File: src/rtl/core/heu_pkg.sv
// ============================================================================
// heu_pkg - shared types and constants of the HTML entity decoder
// Character codes, job descriptor, and the small lookup functions used by
// the entity classifier.
// ============================================================================
package heu_pkg;

    // Character codes
    localparam logic [7:0] CH_AMP   = 8'h26;
    localparam logic [7:0] CH_SEMI  = 8'h3B;
    localparam logic [7:0] CH_HASH  = 8'h23;
    localparam logic [7:0] CH_LT    = 8'h3C;
    localparam logic [7:0] CH_GT    = 8'h3E;
    localparam logic [7:0] CH_QUOT  = 8'h22;
    localparam logic [7:0] CH_X_LO  = 8'h78;
    localparam logic [7:0] CH_X_UP  = 8'h58;
    localparam logic [7:0] CH_NUL   = 8'h00;

    // Numeric value saturates here while being accumulated
    localparam logic [8:0] VAL_CAP = 9'd256;

    // Entries in the queue between classifier and emitter
    localparam int QUEUE_DEPTH = 4;

    // Named entity bodies
    typedef enum logic [1:0] {
        WORD_AMP,
        WORD_LT,
        WORD_GT,
        WORD_QUOT
    } word_t;

    // Job for the emitter: optional flush of '&' plus held bytes, then an optional tail
    typedef struct packed {
        logic       flush;
        logic       has_tail;
        logic [7:0] tail_byte;
        logic       tail_valid;
        logic       tail_done;
    } job_ctrl_t;

    typedef struct packed {
        logic       ok;
        logic [3:0] value;
    } digit_t;

    // Check one body character against a named entity at a given position
    function automatic logic word_char_match(word_t w, logic [1:0] pos, logic [7:0] c);
        logic [7:0] want;
        logic       live;
        want = CH_NUL;
        live = 1'b1;
        case (w)
            WORD_AMP:
            begin
                case (pos)
                    2'd0:    want = 8'h61;  // a
                    2'd1:    want = 8'h6D;  // m
                    2'd2:    want = 8'h70;  // p
                    default: live = 1'b0;
                endcase
            end
            WORD_LT:
            begin
                case (pos)
                    2'd0:    want = 8'h6C;  // l
                    2'd1:    want = 8'h74;  // t
                    default: live = 1'b0;
                endcase
            end
            WORD_GT:
            begin
                case (pos)
                    2'd0:    want = 8'h67;  // g
                    2'd1:    want = 8'h74;  // t
                    default: live = 1'b0;
                endcase
            end
            WORD_QUOT:
            begin
                case (pos)
                    2'd0:    want = 8'h71;  // q
                    2'd1:    want = 8'h75;  // u
                    2'd2:    want = 8'h6F;  // o
                    default: want = 8'h74;  // t
                endcase
            end
            default: live = 1'b0;
        endcase
        return live && (c == want);
    endfunction

    // Decimal or hex digit value
    function automatic digit_t digit_value(logic [7:0] c, logic hex);
        digit_t     d;
        logic [7:0] t;
        d = '0;
        t = CH_NUL;
        if (c >= 8'h30 && c <= 8'h39)
        begin
            t = c - 8'h30;
            d.ok = 1'b1;
        end
        else if (hex && c >= 8'h61 && c <= 8'h66)
        begin
            t = c - 8'h57;
            d.ok = 1'b1;
        end
        else if (hex && c >= 8'h41 && c <= 8'h46)
        begin
            t = c - 8'h37;
            d.ok = 1'b1;
        end
        d.value = t[3:0];
        return d;
    endfunction

endpackage

File: src/rtl/core/heu_in_if.sv
// ============================================================================
// heu_in_if - input byte channel
// Valid/ready channel carrying one string byte or an end-of-string mark.
// ============================================================================
interface heu_in_if;
    logic       valid;
    logic       ready;
    logic [7:0] character;
    logic       string_end;

    modport source (output valid, character, string_end, input ready);
    modport sink   (input valid, character, string_end, output ready);
endinterface

File: src/rtl/core/heu_out_if.sv
// ============================================================================
// heu_out_if - output result channel
// Valid/ready channel carrying one decoded byte or an end marker.
// ============================================================================
interface heu_out_if;
    logic       valid;
    logic       ready;
    logic [7:0] out_byte;
    logic       byte_valid;
    logic       string_done;
    logic       last_of_run;

    modport source (output valid, out_byte, byte_valid, string_done, last_of_run,
                    input ready);
    modport sink   (input valid, out_byte, byte_valid, string_done, last_of_run,
                    output ready);
endinterface

File: src/rtl/core/heu_queue.sv
// ============================================================================
// heu_queue - short job queue
// Register-based FIFO between the classifier and the emitter.
// ============================================================================
module heu_queue
    import heu_pkg::*;
#(
    parameter int WIDTH = 8,
    parameter int DEPTH = 4
)
(
    input  logic             clk,
    input  logic             rst_n,
    input  logic             push,
    input  logic [WIDTH-1:0] push_data,
    input  logic             pop,
    output logic [WIDTH-1:0] head_data,
    output logic             full,
    output logic             empty
);

    localparam int AW = (DEPTH > 1) ? $clog2(DEPTH) : 1;
    localparam int CW = $clog2(DEPTH + 1);

    logic [WIDTH-1:0] mem_reg [DEPTH];
    logic [AW-1:0]    wr_ptr_reg, wr_ptr_next;
    logic [AW-1:0]    rd_ptr_reg, rd_ptr_next;
    logic [CW-1:0]    count_reg, count_next;

    assign full      = (count_reg == CW'(DEPTH));
    assign empty     = (count_reg == '0);
    assign head_data = mem_reg[rd_ptr_reg];

    // Advance pointers and occupancy
    always_comb
    begin
        wr_ptr_next = wr_ptr_reg;
        rd_ptr_next = rd_ptr_reg;
        count_next  = count_reg;
        if (push)
        begin
            wr_ptr_next = (wr_ptr_reg == AW'(DEPTH - 1)) ? '0 : wr_ptr_reg + 1'b1;
        end
        if (pop)
        begin
            rd_ptr_next = (rd_ptr_reg == AW'(DEPTH - 1)) ? '0 : rd_ptr_reg + 1'b1;
        end
        if (push && !pop)
        begin
            count_next = count_reg + 1'b1;
        end
        else if (pop && !push)
        begin
            count_next = count_reg - 1'b1;
        end
    end

    always_ff @(posedge clk or negedge rst_n)
    begin
        if (!rst_n)
        begin
            wr_ptr_reg <= '0;
            rd_ptr_reg <= '0;
            count_reg  <= '0;
        end
        else
        begin
            wr_ptr_reg <= wr_ptr_next;
            rd_ptr_reg <= rd_ptr_next;
            count_reg  <= count_next;
        end
    end

    // Store entries
    always_ff @(posedge clk)
    begin
        if (push)
        begin
            mem_reg[wr_ptr_reg] <= push_data;
        end
    end

endmodule

File: src/rtl/core/heu_front.sv
// ============================================================================
// heu_front - entity classifier
// Accepts bytes, holds entity bodies, tracks which entity the body can still
// be, and issues one emit job per transaction that produces output.
// ============================================================================
module heu_front
    import heu_pkg::*;
#(
    parameter int HOLD_LIMIT = 8
)
(
    input  logic                               clk,
    input  logic                               rst_n,
    heu_in_if.sink                             in_ch,
    input  logic                               q_full,
    output logic                               q_push,
    output job_ctrl_t                          job_ctrl,
    output logic [$clog2(HOLD_LIMIT)-1:0]      job_count,
    output logic [(HOLD_LIMIT-1)*8-1:0]        job_held
);

    localparam int HD = HOLD_LIMIT - 1;
    localparam int CW = $clog2(HOLD_LIMIT);
    localparam int IW = $clog2(HD);

    logic          inside_reg, inside_next;
    logic [CW-1:0] count_reg, count_next;
    logic [7:0]    held_reg [HD];
    logic          m_amp_reg, m_amp_next;
    logic          m_lt_reg, m_lt_next;
    logic          m_gt_reg, m_gt_next;
    logic          m_quot_reg, m_quot_next;
    logic          hash_reg, hash_next;
    logic          hex_reg, hex_next;
    logic          num_ok_reg, num_ok_next;
    logic [8:0]    val_reg, val_next;

    logic          accept;
    logic          hold_en;
    logic [7:0]    c;
    logic          in_word;
    logic [7:0]    dec_byte;
    digit_t        dig;
    logic [12:0]   acc;
    logic [12:0]   sum;

    assign in_ch.ready = !q_full;
    assign accept      = in_ch.valid && in_ch.ready;
    assign c           = in_ch.character;
    assign job_count   = count_reg;
    assign in_word     = (count_reg < CW'(4));

    // Snapshot held bytes into the job
    always_comb
    begin
        for (int i = 0; i < HD; i++)
        begin
            job_held[i*8 +: 8] = held_reg[i];
        end
    end

    // Decode a closed body: named entity or numeric value, zero when literal
    always_comb
    begin
        dec_byte = CH_NUL;
        if (m_amp_reg && count_reg == CW'(3))
        begin
            dec_byte = CH_AMP;
        end
        else if (m_lt_reg && count_reg == CW'(2))
        begin
            dec_byte = CH_LT;
        end
        else if (m_gt_reg && count_reg == CW'(2))
        begin
            dec_byte = CH_GT;
        end
        else if (m_quot_reg && count_reg == CW'(4))
        begin
            dec_byte = CH_QUOT;
        end
        else if (hash_reg && num_ok_reg && val_reg != '0 && val_reg < VAL_CAP)
        begin
            dec_byte = val_reg[7:0];
        end
    end

    // Accumulate numeric value of the body, saturating at the cap
    always_comb
    begin
        dig = digit_value(c, hex_reg);
        acc = hex_reg ? {val_reg, 4'b0000} : (13'(val_reg) * 13'd10);
        sum = acc + 13'(dig.value);
    end

    // Classify the accepted transaction and build the job
    always_comb
    begin
        inside_next = inside_reg;
        count_next  = count_reg;
        m_amp_next  = m_amp_reg;
        m_lt_next   = m_lt_reg;
        m_gt_next   = m_gt_reg;
        m_quot_next = m_quot_reg;
        hash_next   = hash_reg;
        hex_next    = hex_reg;
        num_ok_next = num_ok_reg;
        val_next    = val_reg;
        hold_en     = 1'b0;
        q_push      = 1'b0;
        job_ctrl    = '0;

        if (accept)
        begin
            if (in_ch.string_end)
            begin
                q_push              = 1'b1;
                job_ctrl.flush      = inside_reg;
                job_ctrl.has_tail   = 1'b1;
                job_ctrl.tail_byte  = CH_NUL;
                job_ctrl.tail_valid = 1'b0;
                job_ctrl.tail_done  = 1'b1;
                inside_next         = 1'b0;
                count_next          = '0;
            end
            else if (inside_reg && c == CH_SEMI && count_reg < CW'(HD))
            begin
                q_push              = 1'b1;
                job_ctrl.has_tail   = 1'b1;
                job_ctrl.tail_valid = 1'b1;
                if (dec_byte != CH_NUL)
                begin
                    job_ctrl.tail_byte = dec_byte;
                end
                else
                begin
                    job_ctrl.flush     = 1'b1;
                    job_ctrl.tail_byte = CH_SEMI;
                end
                inside_next = 1'b0;
                count_next  = '0;
            end
            else if (inside_reg && (c == CH_AMP || count_reg >= CW'(HD)))
            begin
                // Flush the pending entity, then treat this byte afresh
                q_push              = 1'b1;
                job_ctrl.flush      = 1'b1;
                job_ctrl.has_tail   = (c != CH_AMP);
                job_ctrl.tail_byte  = c;
                job_ctrl.tail_valid = 1'b1;
                inside_next         = (c == CH_AMP);
                count_next          = '0;
            end
            else if (inside_reg)
            begin
                // Hold a body byte and narrow down the candidates
                hold_en     = 1'b1;
                count_next  = count_reg + 1'b1;
                m_amp_next  = m_amp_reg && in_word
                              && word_char_match(WORD_AMP, count_reg[1:0], c);
                m_lt_next   = m_lt_reg && in_word
                              && word_char_match(WORD_LT, count_reg[1:0], c);
                m_gt_next   = m_gt_reg && in_word
                              && word_char_match(WORD_GT, count_reg[1:0], c);
                m_quot_next = m_quot_reg && in_word
                              && word_char_match(WORD_QUOT, count_reg[1:0], c);
                if (count_reg == '0)
                begin
                    hash_next = (c == CH_HASH);
                end
                else if (count_reg == CW'(1) && (c == CH_X_LO || c == CH_X_UP))
                begin
                    hex_next = 1'b1;
                end
                else if (!dig.ok)
                begin
                    num_ok_next = 1'b0;
                end
                else
                begin
                    val_next = (sum >= 13'(VAL_CAP)) ? VAL_CAP : sum[8:0];
                end
            end
            else if (c == CH_AMP)
            begin
                inside_next = 1'b1;
                count_next  = '0;
            end
            else
            begin
                q_push              = 1'b1;
                job_ctrl.has_tail   = 1'b1;
                job_ctrl.tail_byte  = c;
                job_ctrl.tail_valid = 1'b1;
            end

            // Open a fresh entity: reset the body trackers
            if (c == CH_AMP && !in_ch.string_end && !hold_en)
            begin
                m_amp_next  = 1'b1;
                m_lt_next   = 1'b1;
                m_gt_next   = 1'b1;
                m_quot_next = 1'b1;
                hash_next   = 1'b0;
                hex_next    = 1'b0;
                num_ok_next = 1'b1;
                val_next    = '0;
            end
        end
    end

    always_ff @(posedge clk or negedge rst_n)
    begin
        if (!rst_n)
        begin
            inside_reg <= 1'b0;
            count_reg  <= '0;
            m_amp_reg  <= 1'b1;
            m_lt_reg   <= 1'b1;
            m_gt_reg   <= 1'b1;
            m_quot_reg <= 1'b1;
            hash_reg   <= 1'b0;
            hex_reg    <= 1'b0;
            num_ok_reg <= 1'b1;
            val_reg    <= '0;
        end
        else
        begin
            inside_reg <= inside_next;
            count_reg  <= count_next;
            m_amp_reg  <= m_amp_next;
            m_lt_reg   <= m_lt_next;
            m_gt_reg   <= m_gt_next;
            m_quot_reg <= m_quot_next;
            hash_reg   <= hash_next;
            hex_reg    <= hex_next;
            num_ok_reg <= num_ok_next;
            val_reg    <= val_next;
        end
    end

    // Hold body bytes
    always_ff @(posedge clk)
    begin
        if (hold_en)
        begin
            held_reg[count_reg[IW-1:0]] <= c;
        end
    end

endmodule

File: src/rtl/core/heu_back.sv
// ============================================================================
// heu_back - result emitter
// Walks each job one result per cycle, while the output is not stalled, into a registered output stage.
// ============================================================================
module heu_back
    import heu_pkg::*;
#(
    parameter int HOLD_LIMIT = 8
)
(
    input  logic                               clk,
    input  logic                               rst_n,
    input  logic                               q_empty,
    input  job_ctrl_t                          job_ctrl,
    input  logic [$clog2(HOLD_LIMIT)-1:0]      job_count,
    input  logic [(HOLD_LIMIT-1)*8-1:0]        job_held,
    output logic                               q_pop,
    heu_out_if.source                          out_ch
);

    localparam int HD = HOLD_LIMIT - 1;
    localparam int CW = $clog2(HOLD_LIMIT);
    localparam int IW = $clog2(HD);
    localparam int PW = $clog2(HOLD_LIMIT + 1);

    logic [PW-1:0] pos_reg, pos_next;
    logic          valid_reg, valid_next;
    logic [7:0]    byte_reg;
    logic          bv_reg;
    logic          done_reg;
    logic          last_reg;

    logic          advance;
    logic          in_flush;
    logic [CW-1:0] idx;
    logic [7:0]    cur_byte;
    logic          cur_bv;
    logic          cur_done;
    logic          cur_last;

    assign out_ch.valid       = valid_reg;
    assign out_ch.out_byte    = byte_reg;
    assign out_ch.byte_valid  = bv_reg;
    assign out_ch.string_done = done_reg;
    assign out_ch.last_of_run = last_reg;

    assign advance = !q_empty && (!valid_reg || out_ch.ready);
    assign q_pop   = advance && cur_last;

    // Select the current result of the head job
    always_comb
    begin
        in_flush = job_ctrl.flush && (pos_reg <= PW'(job_count));
        idx      = CW'(pos_reg - 1'b1);
        if (in_flush)
        begin
            cur_byte = (pos_reg == '0) ? CH_AMP : job_held[idx[IW-1:0]*8 +: 8];
            cur_bv   = 1'b1;
            cur_done = 1'b0;
            cur_last = (pos_reg == PW'(job_count)) && !job_ctrl.has_tail;
        end
        else
        begin
            cur_byte = job_ctrl.tail_byte;
            cur_bv   = job_ctrl.tail_valid;
            cur_done = job_ctrl.tail_done;
            cur_last = 1'b1;
        end
    end

    // Step through the job and hold the output while stalled
    always_comb
    begin
        pos_next   = pos_reg;
        valid_next = valid_reg;
        if (advance)
        begin
            pos_next   = cur_last ? '0 : pos_reg + 1'b1;
            valid_next = 1'b1;
        end
        else if (out_ch.ready)
        begin
            valid_next = 1'b0;
        end
    end

    always_ff @(posedge clk or negedge rst_n)
    begin
        if (!rst_n)
        begin
            pos_reg   <= '0;
            valid_reg <= 1'b0;
        end
        else
        begin
            pos_reg   <= pos_next;
            valid_reg <= valid_next;
        end
    end

    // Load the output payload
    always_ff @(posedge clk)
    begin
        if (advance)
        begin
            byte_reg <= cur_byte;
            bv_reg   <= cur_bv;
            done_reg <= cur_done;
            last_reg <= cur_last;
        end
    end

endmodule

File: src/rtl/core/html_entity_unescape.sv
// ============================================================================
// html_entity_unescape - streaming HTML entity decoder
// Decodes named and numeric character entities in a byte stream.
// ============================================================================
// Usage:
//   in_ch  carries one string byte per transaction, or an end-of-string mark
//          (string_end = 1, character ignored).
//   out_ch carries results: a byte (byte_valid = 1) or the end marker
//          (byte_valid = 0, string_done = 1). last_of_run marks the final
//          result caused by one input transaction.
//   A byte outside an entity gives one result. An '&' and the body bytes after
//   it give no result until the entity closes; then one decoded byte, or the
//   literal '&', body and trailing byte, up to HOLD_LIMIT + 1 results.
// Each job is registered in the job queue, then its results in the output stage.
// Throughput: one input transaction per cycle while the queue is not full and
//   one result per cycle while out_ch.ready is high; the emitter works through a
//   flush result by result while the classifier keeps accepting into the
//   QUEUE_DEPTH job queue.
// Reset: clears the pending entity, the job queue and the output stage.
// Stall: when out_ch.ready is low the output holds; the queue fills and then
//   in_ch.ready drops until results drain.
// ============================================================================
module html_entity_unescape
    import heu_pkg::*;
#(
    parameter int HOLD_LIMIT = 8
)
(
    input  logic      clk,
    input  logic      rst_n,
    heu_in_if.sink    in_ch,
    heu_out_if.source out_ch
);

    localparam int HD     = HOLD_LIMIT - 1;
    localparam int CW     = $clog2(HOLD_LIMIT);
    localparam int CTRL_W = $bits(job_ctrl_t);
    localparam int QW     = CTRL_W + HD*8 + CW;

    logic            q_push;
    logic            q_pop;
    logic            q_full;
    logic            q_empty;
    job_ctrl_t       push_ctrl;
    logic [CW-1:0]   push_count;
    logic [HD*8-1:0] push_held;
    logic [QW-1:0]   head_data;
    job_ctrl_t       head_ctrl;
    logic [CW-1:0]   head_count;
    logic [HD*8-1:0] head_held;

    heu_front #(.HOLD_LIMIT(HOLD_LIMIT)) u_front
    (
        .clk       (clk),
        .rst_n     (rst_n),
        .in_ch     (in_ch),
        .q_full    (q_full),
        .q_push    (q_push),
        .job_ctrl  (push_ctrl),
        .job_count (push_count),
        .job_held  (push_held)
    );

    heu_queue #(.WIDTH(QW), .DEPTH(QUEUE_DEPTH)) u_queue
    (
        .clk       (clk),
        .rst_n     (rst_n),
        .push      (q_push),
        .push_data ({push_count, push_held, push_ctrl}),
        .pop       (q_pop),
        .head_data (head_data),
        .full      (q_full),
        .empty     (q_empty)
    );

    // Unpack the head job
    assign head_ctrl  = head_data[CTRL_W-1:0];
    assign head_held  = head_data[CTRL_W +: HD*8];
    assign head_count = head_data[CTRL_W + HD*8 +: CW];

    heu_back #(.HOLD_LIMIT(HOLD_LIMIT)) u_back
    (
        .clk       (clk),
        .rst_n     (rst_n),
        .q_empty   (q_empty),
        .job_ctrl  (head_ctrl),
        .job_count (head_count),
        .job_held  (head_held),
        .q_pop     (q_pop),
        .out_ch    (out_ch)
    );

    // Never pop an empty queue
    a_pop_not_empty: assert property (@(posedge clk) disable iff (!rst_n)
        q_pop |-> !q_empty)
        else $error("job popped from empty queue");

    // End of string closes its run
    a_done_is_last: assert property (@(posedge clk) disable iff (!rst_n)
        out_ch.valid && out_ch.string_done |-> out_ch.last_of_run && !out_ch.byte_valid)
        else $error("end marker not last of run or carries a byte");

    // A marker without a byte only at end of string
    a_marker_done: assert property (@(posedge clk) disable iff (!rst_n)
        out_ch.valid && !out_ch.byte_valid |-> out_ch.string_done)
        else $error("result without byte outside end of string");

endmodule
File: src/flat_wrapper.sv
// flat-port wrapper written by rule: the top's interface ports become plain ports
module html_entity_unescape_flat import heu_pkg::*;
#(
    parameter int HOLD_LIMIT = 8
)
  (clk, rst_n, in_ch_valid, in_ch_character, in_ch_string_end, in_ch_ready, out_ch_valid, out_ch_out_byte, out_ch_byte_valid, out_ch_string_done, out_ch_last_of_run, out_ch_ready);
  heu_in_if in_ch_i ();
  heu_out_if out_ch_i ();
  input  logic clk;
  input  logic rst_n;
  input wire logic [$bits(in_ch_i.valid)-1:0] in_ch_valid;
  input wire logic [$bits(in_ch_i.character)-1:0] in_ch_character;
  input wire logic [$bits(in_ch_i.string_end)-1:0] in_ch_string_end;
  output wire logic [$bits(in_ch_i.ready)-1:0] in_ch_ready;
  output wire logic [$bits(out_ch_i.valid)-1:0] out_ch_valid;
  output wire logic [$bits(out_ch_i.out_byte)-1:0] out_ch_out_byte;
  output wire logic [$bits(out_ch_i.byte_valid)-1:0] out_ch_byte_valid;
  output wire logic [$bits(out_ch_i.string_done)-1:0] out_ch_string_done;
  output wire logic [$bits(out_ch_i.last_of_run)-1:0] out_ch_last_of_run;
  input wire logic [$bits(out_ch_i.ready)-1:0] out_ch_ready;
  assign in_ch_i.valid = in_ch_valid;
  assign in_ch_i.character = in_ch_character;
  assign in_ch_i.string_end = in_ch_string_end;
  assign in_ch_ready = in_ch_i.ready;
  assign out_ch_valid = out_ch_i.valid;
  assign out_ch_out_byte = out_ch_i.out_byte;
  assign out_ch_byte_valid = out_ch_i.byte_valid;
  assign out_ch_string_done = out_ch_i.string_done;
  assign out_ch_last_of_run = out_ch_i.last_of_run;
  assign out_ch_i.ready = out_ch_ready;
  html_entity_unescape #(.HOLD_LIMIT(HOLD_LIMIT)) u_core (.clk(clk), .rst_n(rst_n), .in_ch(in_ch_i), .out_ch(out_ch_i));
endmodule
File: config.mk
export PLATFORM = sky130hd
export DESIGN_NAME = html_entity_unescape_flat
export DESIGN_NICKNAME = d
export VERILOG_FILES = /design/src/rtl/core/heu_pkg.sv /design/src/rtl/core/heu_in_if.sv /design/src/rtl/core/heu_out_if.sv /design/src/rtl/core/heu_queue.sv /design/src/rtl/core/heu_front.sv /design/src/rtl/core/heu_back.sv /design/src/rtl/core/html_entity_unescape.sv /design/src/flat_wrapper.sv
export SDC_FILE = /design/constraint.sdc
export NUM_CORES = 1
export LEC_CHECK = 0
export BUFFER_PORTS_ARGS = -buffer_cell sky130_fd_sc_hd__buf_2
export CORE_MARGIN = 2
export CORE_UTILIZATION = 45
export DETAILED_ROUTE_END_ITERATION = 10
export PLACE_DENSITY_LB_ADDON = 0.05
export SYNTH_ARGS = -nofsm -noshare
export SYNTH_HDL_FRONTEND = slang
export SYNTH_SLANG_ARGS = --single-unit
File: constraint.sdc
create_clock -name clk -period 5.5 [get_ports clk]
set_input_delay 1.1 -clock clk [delete_from_list [all_inputs] [get_ports clk]]
set_output_delay 1.1 -clock clk [all_outputs]
set_load 0.1 [all_outputs]
* Yosys cells after proc, flatten, opt, wreduce, memory -nomap -nowiden
Memories as Yosys holds them, arrays and structs flattened.
Cells that the tools add are included.
** Storage, ports and cells
- Bits in registers :: 43
- Bits in latches :: 0
- RAM bits :: 340
- Memory bits (read-only) :: 0
- Bits of input ports :: 13
- Memories :: 2
** Memory list
- u_core.u_queue.mem_reg :: words 4, bits a word 71, read ports 1, clocked after Yosys merged registers in 0, write ports 1, line heu_queue.sv:25 : logic [WIDTH-1:0] mem_reg [DEPTH];
- u_core.u_front.held_reg :: words 7, bits a word 8, read ports 7, clocked after Yosys merged registers in 0, write ports 1, line heu_front.sv:28 : logic [7:0] held_reg [HD];
** Operators by class
- Add/subtract/negate cells :: 11
- Multipliers :: 1
- Div/mod/pow operators :: 0
- Magnitude comparators :: 12
- Equality and inequality tests :: 26
- Shift-type cells :: 1
- Muxes and demuxes :: 149
- Bitwise gates (word level) :: 0
- Reductions and logical operators :: 69
** Operator list (number)
- 8-bit two-way mux :: 28
- 1-bit two-way mux :: 88
- 9-bit two-way mux :: 9
- 56-bit by 7-bit variable part select with 8-bit output :: 1
- 1-bit logical AND :: 37
- 8-bit equality test :: 4
- 10-bit two-way mux :: 3
- 7-bit case mux with 2 select lines :: 2
- 8-bit by 6-bit equality test with 1-bit output (second input constant) :: 3
- 11-bit two-way mux :: 2
- 3-bit two-way mux :: 7
- 7-bit case mux with 3 select lines :: 1
- 8-bit by 7-bit equality test with 1-bit output (second input constant) :: 2
- 8-bit by 7-bit >= comparator with 1-bit output (second input constant) :: 2
- 8-bit by 7-bit less-or-equal comparator with 1-bit output (second input constant) :: 2
- 4-bit two-way mux :: 4
- 8-bit AND reduction :: 2
- 5-bit case mux with 3 select lines :: 1
- 13-bit by 4-bit adder with 13-bit output :: 1
- 13-bit by 9-bit >= comparator with 1-bit output (second input constant) :: 1
- 13-bit two-way mux :: 1
- 9-bit by 3-bit multiplier with 12-bit output (second input constant) :: 1
- 12-bit two-way mux :: 1
- 2-bit by 1-bit != test with 1-bit output (second input constant) :: 6
- other kinds (35) :: 60

* Logic depth before layout (Yosys ltp)
- Depth in word-level cells :: 17
- Depth in mapped cells :: 18
- Gate-level depth less buffers :: 14

* Hierarchy
Synthesis repeated with hierarchy kept, for this count alone.
** Unflattened totals
- Cell total of the unflattened synthesis :: 901
- Area total of the unflattened synthesis :: 16328.2 um2
** By module, submodules not included
- heu_queue :: instances 1, cells each 408, area each 10735.3 um2, sequential area each 8703.3 um2
- heu_front :: instances 1, cells each 383, area each 4306.6 um2, sequential area each 2188.3 um2
- heu_back :: instances 1, cells each 110, area each 1286.2 um2, sequential area each 455.4 um2

* Worst setup path before layout
No wires, ideal clock.
- Path type :: input to register
- Start point :: in in_ch_character[0]
- End point :: mem u_core.u_queue.mem_reg[0][0] (netlist bit) (enable)
- Setup time :: 0.437 ns
- Arrival :: 4.008 ns
- Path slack :: 1.055 ns
- Stages on the path :: 8
- Buffers on the path :: 1
- Cell sequence :: clkbuf_1 inv_1 ha_1 and4_1 nor3_1 a21oi_1 o311a_1 and2_1
** On the way
- Longest elaborated chain between the ends :: 9
- Elaborated cells on any way between the ends :: 14
- Those cells by class :: 2 x eq/ne; 8 x mux; 4 x reduce/logical
** RTL lines
- start: declaration :: line flat_wrapper.sv:12 : input wire logic [$bits(in_ch_i.character)-1:0] in_ch_character;
- 8-bit by 6-bit equality test with 1-bit output :: line heu_front.sv:143, heu_front.sv:184
- 1-bit two-way mux / 1-bit logical OR (equally long branches) :: line heu_front.sv:184, heu_front.sv:143
- 1-bit two-way mux / 1-bit logical AND (equally long branches) :: line heu_front.sv:154, heu_front.sv:143
- 1-bit two-way mux :: line heu_front.sv:143 : else if (inside_reg && (c == CH_AMP || count_reg >= CW'(HD)))
- 1-bit two-way mux (*) :: line heu_front.sv:126 : else if (inside_reg && c == CH_SEMI && count_reg < CW'(HD))
- 1-bit two-way mux (*) :: line heu_front.sv:115 : if (in_ch.string_end)
- 1-bit two-way mux (*) :: line heu_front.sv:113 : if (accept)
- named net u_core.q_push :: line html_entity_unescape.sv:40 : logic q_push;
- 1-bit two-way mux (*) :: line heu_queue.sv:77 : if (push)
- 1-bit two-way mux (implied by the code) (*) :: line heu_queue.sv:79 : mem_reg[wr_ptr_reg] <= push_data;
- end: declaration :: line heu_queue.sv:25
Mark *: on every way through the listed nets, which the timed path passes. The rest lies on a longest branch.

* Final worst setup path
- Start point :: in in_ch_character[1]
- End point :: reg u_core.u_front.val_reg[3]
** On the way
- Longest elaborated chain between the ends :: 17
- Elaborated cells on any way between the ends :: 56
- Those cells by class :: 4 x add/sub; 7 x order compare; 9 x eq/ne; 19 x mux; 17 x reduce/logical
** RTL lines
- 8-bit by 7-bit >= comparator with 1-bit output :: line heu_pkg.sv:109 : else if (hex && c >= 8'h41 && c <= 8'h46)
- 1-bit logical AND (2 in series) :: line heu_pkg.sv:109
- 4-bit two-way mux :: line heu_pkg.sv:109
- 4-bit two-way mux :: line heu_pkg.sv:104 : else if (hex && c >= 8'h61 && c <= 8'h66)
- 4-bit two-way mux :: line heu_pkg.sv:99 : if (c >= 8'h30 && c <= 8'h39)
- 13-bit by 4-bit adder with 13-bit output :: line heu_front.sv:93 : sum = acc + 13'(dig.value);
- 13-bit by 9-bit >= comparator with 1-bit output :: line heu_front.sv:181 : val_next = (sum >= 13'(VAL_CAP)) ? VAL_CAP : sum[8:0];
- 9-bit two-way mux :: line heu_front.sv:181
- 9-bit two-way mux :: line heu_front.sv:175 : else if (!dig.ok)
- 9-bit two-way mux :: line heu_front.sv:171 : else if (count_reg == CW'(1) && (c == CH_X_LO || c == CH_X_UP))
- 9-bit two-way mux :: line heu_front.sv:167 : if (count_reg == '0)
- 9-bit two-way mux :: line heu_front.sv:154 : else if (inside_reg)
- 9-bit two-way mux :: line heu_front.sv:143
- 9-bit two-way mux :: line heu_front.sv:126
- 9-bit two-way mux :: line heu_front.sv:115
- 9-bit two-way mux :: line heu_front.sv:198 : if (c == CH_AMP && !in_ch.string_end && !hold_en)
- end signal: assignment :: line heu_front.sv:238 : val_reg <= val_next;
- end: declaration :: line heu_front.sv:36 : logic [8:0] val_reg, val_next;
Several ways; a longest one is shown, not always the timed one. The select of a mux whose other input is x is not followed.
A chain may end at the register's enable or synchronous reset.

==> reports/results.txt <==
Status - finished, final reports clean
Syn nets - 968
Slew headroom - 27.0%
Core region area - 35500 um^2
Crit end category - flop
Total negative slack - 0 ps
GRT Total Usage - 19.2%
Ys flop type - edfxtp_1
Peak supply drop - 0.529 mV
Syn_area_per_cell - 17.8 um^2
Commonest non-fill, non-tap cell in the layout - edfxtp_1
Syn Std Cell Area - 16200 um^2
Final period util - 74.9%
Setup bufs post-CTS - 0
Worst-skew pair later-pin latency - 530 ps
Worst-margin pin slew - 1090 ps
Netlist cell types - 71
Synth Instances - 911
CTS tree - yes
Clk buf depth - 3
Grt ovf - 0
Row cnt - 69
Initial DRC Count - 627
YS warnings - 0
Worst R2R Path Depth - 14
Reg clk slew, reported paths - 60 ps
Vias per inst - 5.83
Finished Layout Cells - 1449
Startpoint Class - primary input
First-pass GRT wire length - 54600 um
Die W - 194 um
Initial antenna violation count - 2
Setup crit end - u_core.u_front.val_reg[3]$_DFFE_PN0P_
Final ANT Viol Nets - 0
DR vias - 8445
Hold Buf Count CTS - 0
Reg2reg end - u_core.u_queue.count_reg[2]$_DFFE_PN0P_
FMAX - 243 MHz
Final Skew - 16.4 ps
RSZ-0062 raised after global routing - no
Reg2Reg Setup Slack - 1550 ps
Post-synthesis sequential area ratio - 70.2%
Post-synth EDFFs - 351
Crit path launch - in_ch_character[1]
Crit path DAT - 4540 ps
Max_cap viols - 0
Largest fanout on the critical path - 17
Flops & latches, synth - 383
Gp weighted congestion - 0.874
Die area - 37500 um^2
Final Critical Period - 4120 ps
IO Port Bufs - 25
# DRC - 0
Placed cells - 1374
Total Wirelength - 35100 um
TritonCTS buffer count - 40
Vias in the first global route - 9049
Io pins - 26
DPL Wire Length - 21600 um
Share of layout cells above drive strength 1 - 23.5%
Pleak - 0.00623 uW
Setup CP Type - primary input to flop
Initial core utilization - 45.6%
WP data required - 5920 ps
Die height - 194 um
Min-Delay Path Class - flop to flop
Ys async rst share - 8.36%
Largest net degree at the start of global routing - 44
CTS-repair resized insts - 0
Reg2reg start - u_core.u_queue.rd_ptr_reg[0]$_DFFE_PN0P_
Max FFs per register - 284
Setup violations, final - 0
Sink Count - 383
Max Transition Viols Final - 0
Htree depth - 2
Most frequent cells in the layout - edfxtp_1, mux4_2, nand2_1
Layout overhead on the synthesized area - 12.9%
Nets - 1012
Initial DRT Pass Iterations - 5
Pwr/cell area - 508 nW/um^2
Clock root buffer - clkbuf_16
WL/cell - 24.3 um
Final Hold Violating Endpoints - 0
-- Yosys cell counts (15+ instances only) --
cell      number  area share, %
ha_1          41            3.2
nand2_1       43            1.0
mux4_2        79             11
nor2_1        40           0.93
dfrtp_1       27            4.2
inv_1         22           0.51
nand3_1       16           0.50
a21oi_1       30           0.93
o21ai_0       18           0.56
buf_2         15           0.46
edfxtp_1     351             65
clkbuf_1      21           0.49
mux2_2        16            1.1
-- power by group --
part | internal [uW] | switching, uW | total [uW]
Sequential | 3740 | 246 | 3980
Clock | 1650 | 1070 | 2720
Combinational | 1040 | 1530 | 2570
-- cells by family (layout without fill, tap and decap cells) --
kind of cell / after synthesis / in the layout / share of synthesized area, %
XOR/XNOR: 14 / 14 / 0.758
buffers and inverters: 64 / 139 / 1.72
adder cells (fa/ha/maj): 44 / 44 / 3.54
multiplexers: 97 / 97 / 12.2
AND/OR/NAND/NOR: 187 / 187 / 6.12
AO/OA/AOI/OAI: 122 / 122 / 5.45
other: 0 / 2 / 0
flip-flops: 383 / 383 / 70.2
-- metrics by stage --
step	setup slack [ps]	instance area, um^2	util [%]	power (uW)	hold WS, ps
6_report	1380	18300	51.5	9270	472
5_1_grt	1160	18300	51.5	9710	507
4_1_cts	1360	18300	51.4	9410	473
3_5_place_dp	834	16900	47.6	6680	462
3_3_place_gp	948	16900	47.6	6630	460
2_1_floorplan	1060	16200	-	5890	444
-- metal layers --
metal	track usage, %	vias up	part of all wire, %
met3	2.79	52	3.9
met4	4.52	2	1.8
li1	-	3761	-
met1	26.0	4446	43
met5	0	-	0.020
met2	33.0	184	51
-- critical path, stage by stage --
cell and delay, ps:
buf_2 290, inv_1 170, ha_1 230, or3b_2 460
and4_1 240, a22o_1 190, ha_1 220, fa_1 410
a21oi_1 180, nor3_1 70, and2_1 210, a221oi_2 250
o2bb2a_4 240, o31ai_2 260
-- final cells by class --
class	count	area, um^2
clock buffer	50	1090
fill	2851	17200
antenna	2	5.00
inverter	22	82.6
sequential	383	11400
timing repair buffer	44	318
multi-input combinational	464	4570
tap	461	577
clock inverter	23	268
-- worst min path at each step --
stage / startpoint / to / slack (ps) / cells past startpoint
floorplan: u_core.u_front.m_lt_reg$_DFFE_PN1P_ / u_core.u_front.m_lt_reg$_DFFE_PN1P_ / 440 / 2
global placement: u_core.u_front.m_lt_reg$_DFFE_PN1P_ / u_core.u_front.m_lt_reg$_DFFE_PN1P_ / 460 / 2
detailed placement: u_core.u_front.m_lt_reg$_DFFE_PN1P_ / u_core.u_front.m_lt_reg$_DFFE_PN1P_ / 460 / 2
CTS: u_core.u_front.m_lt_reg$_DFFE_PN1P_ / u_core.u_front.m_lt_reg$_DFFE_PN1P_ / 470 / 2
global route: u_core.u_front.held_reg[4][7]$_DFFE_PP_ / u_core.u_queue.mem_reg[0][51]$_DFFE_PP_ / 510 / 0
finish: u_core.u_front.m_lt_reg$_DFFE_PN1P_ / u_core.u_front.m_lt_reg$_DFFE_PN1P_ / 470 / 2
Note: power is estimated with default switching activity, not from simulation.
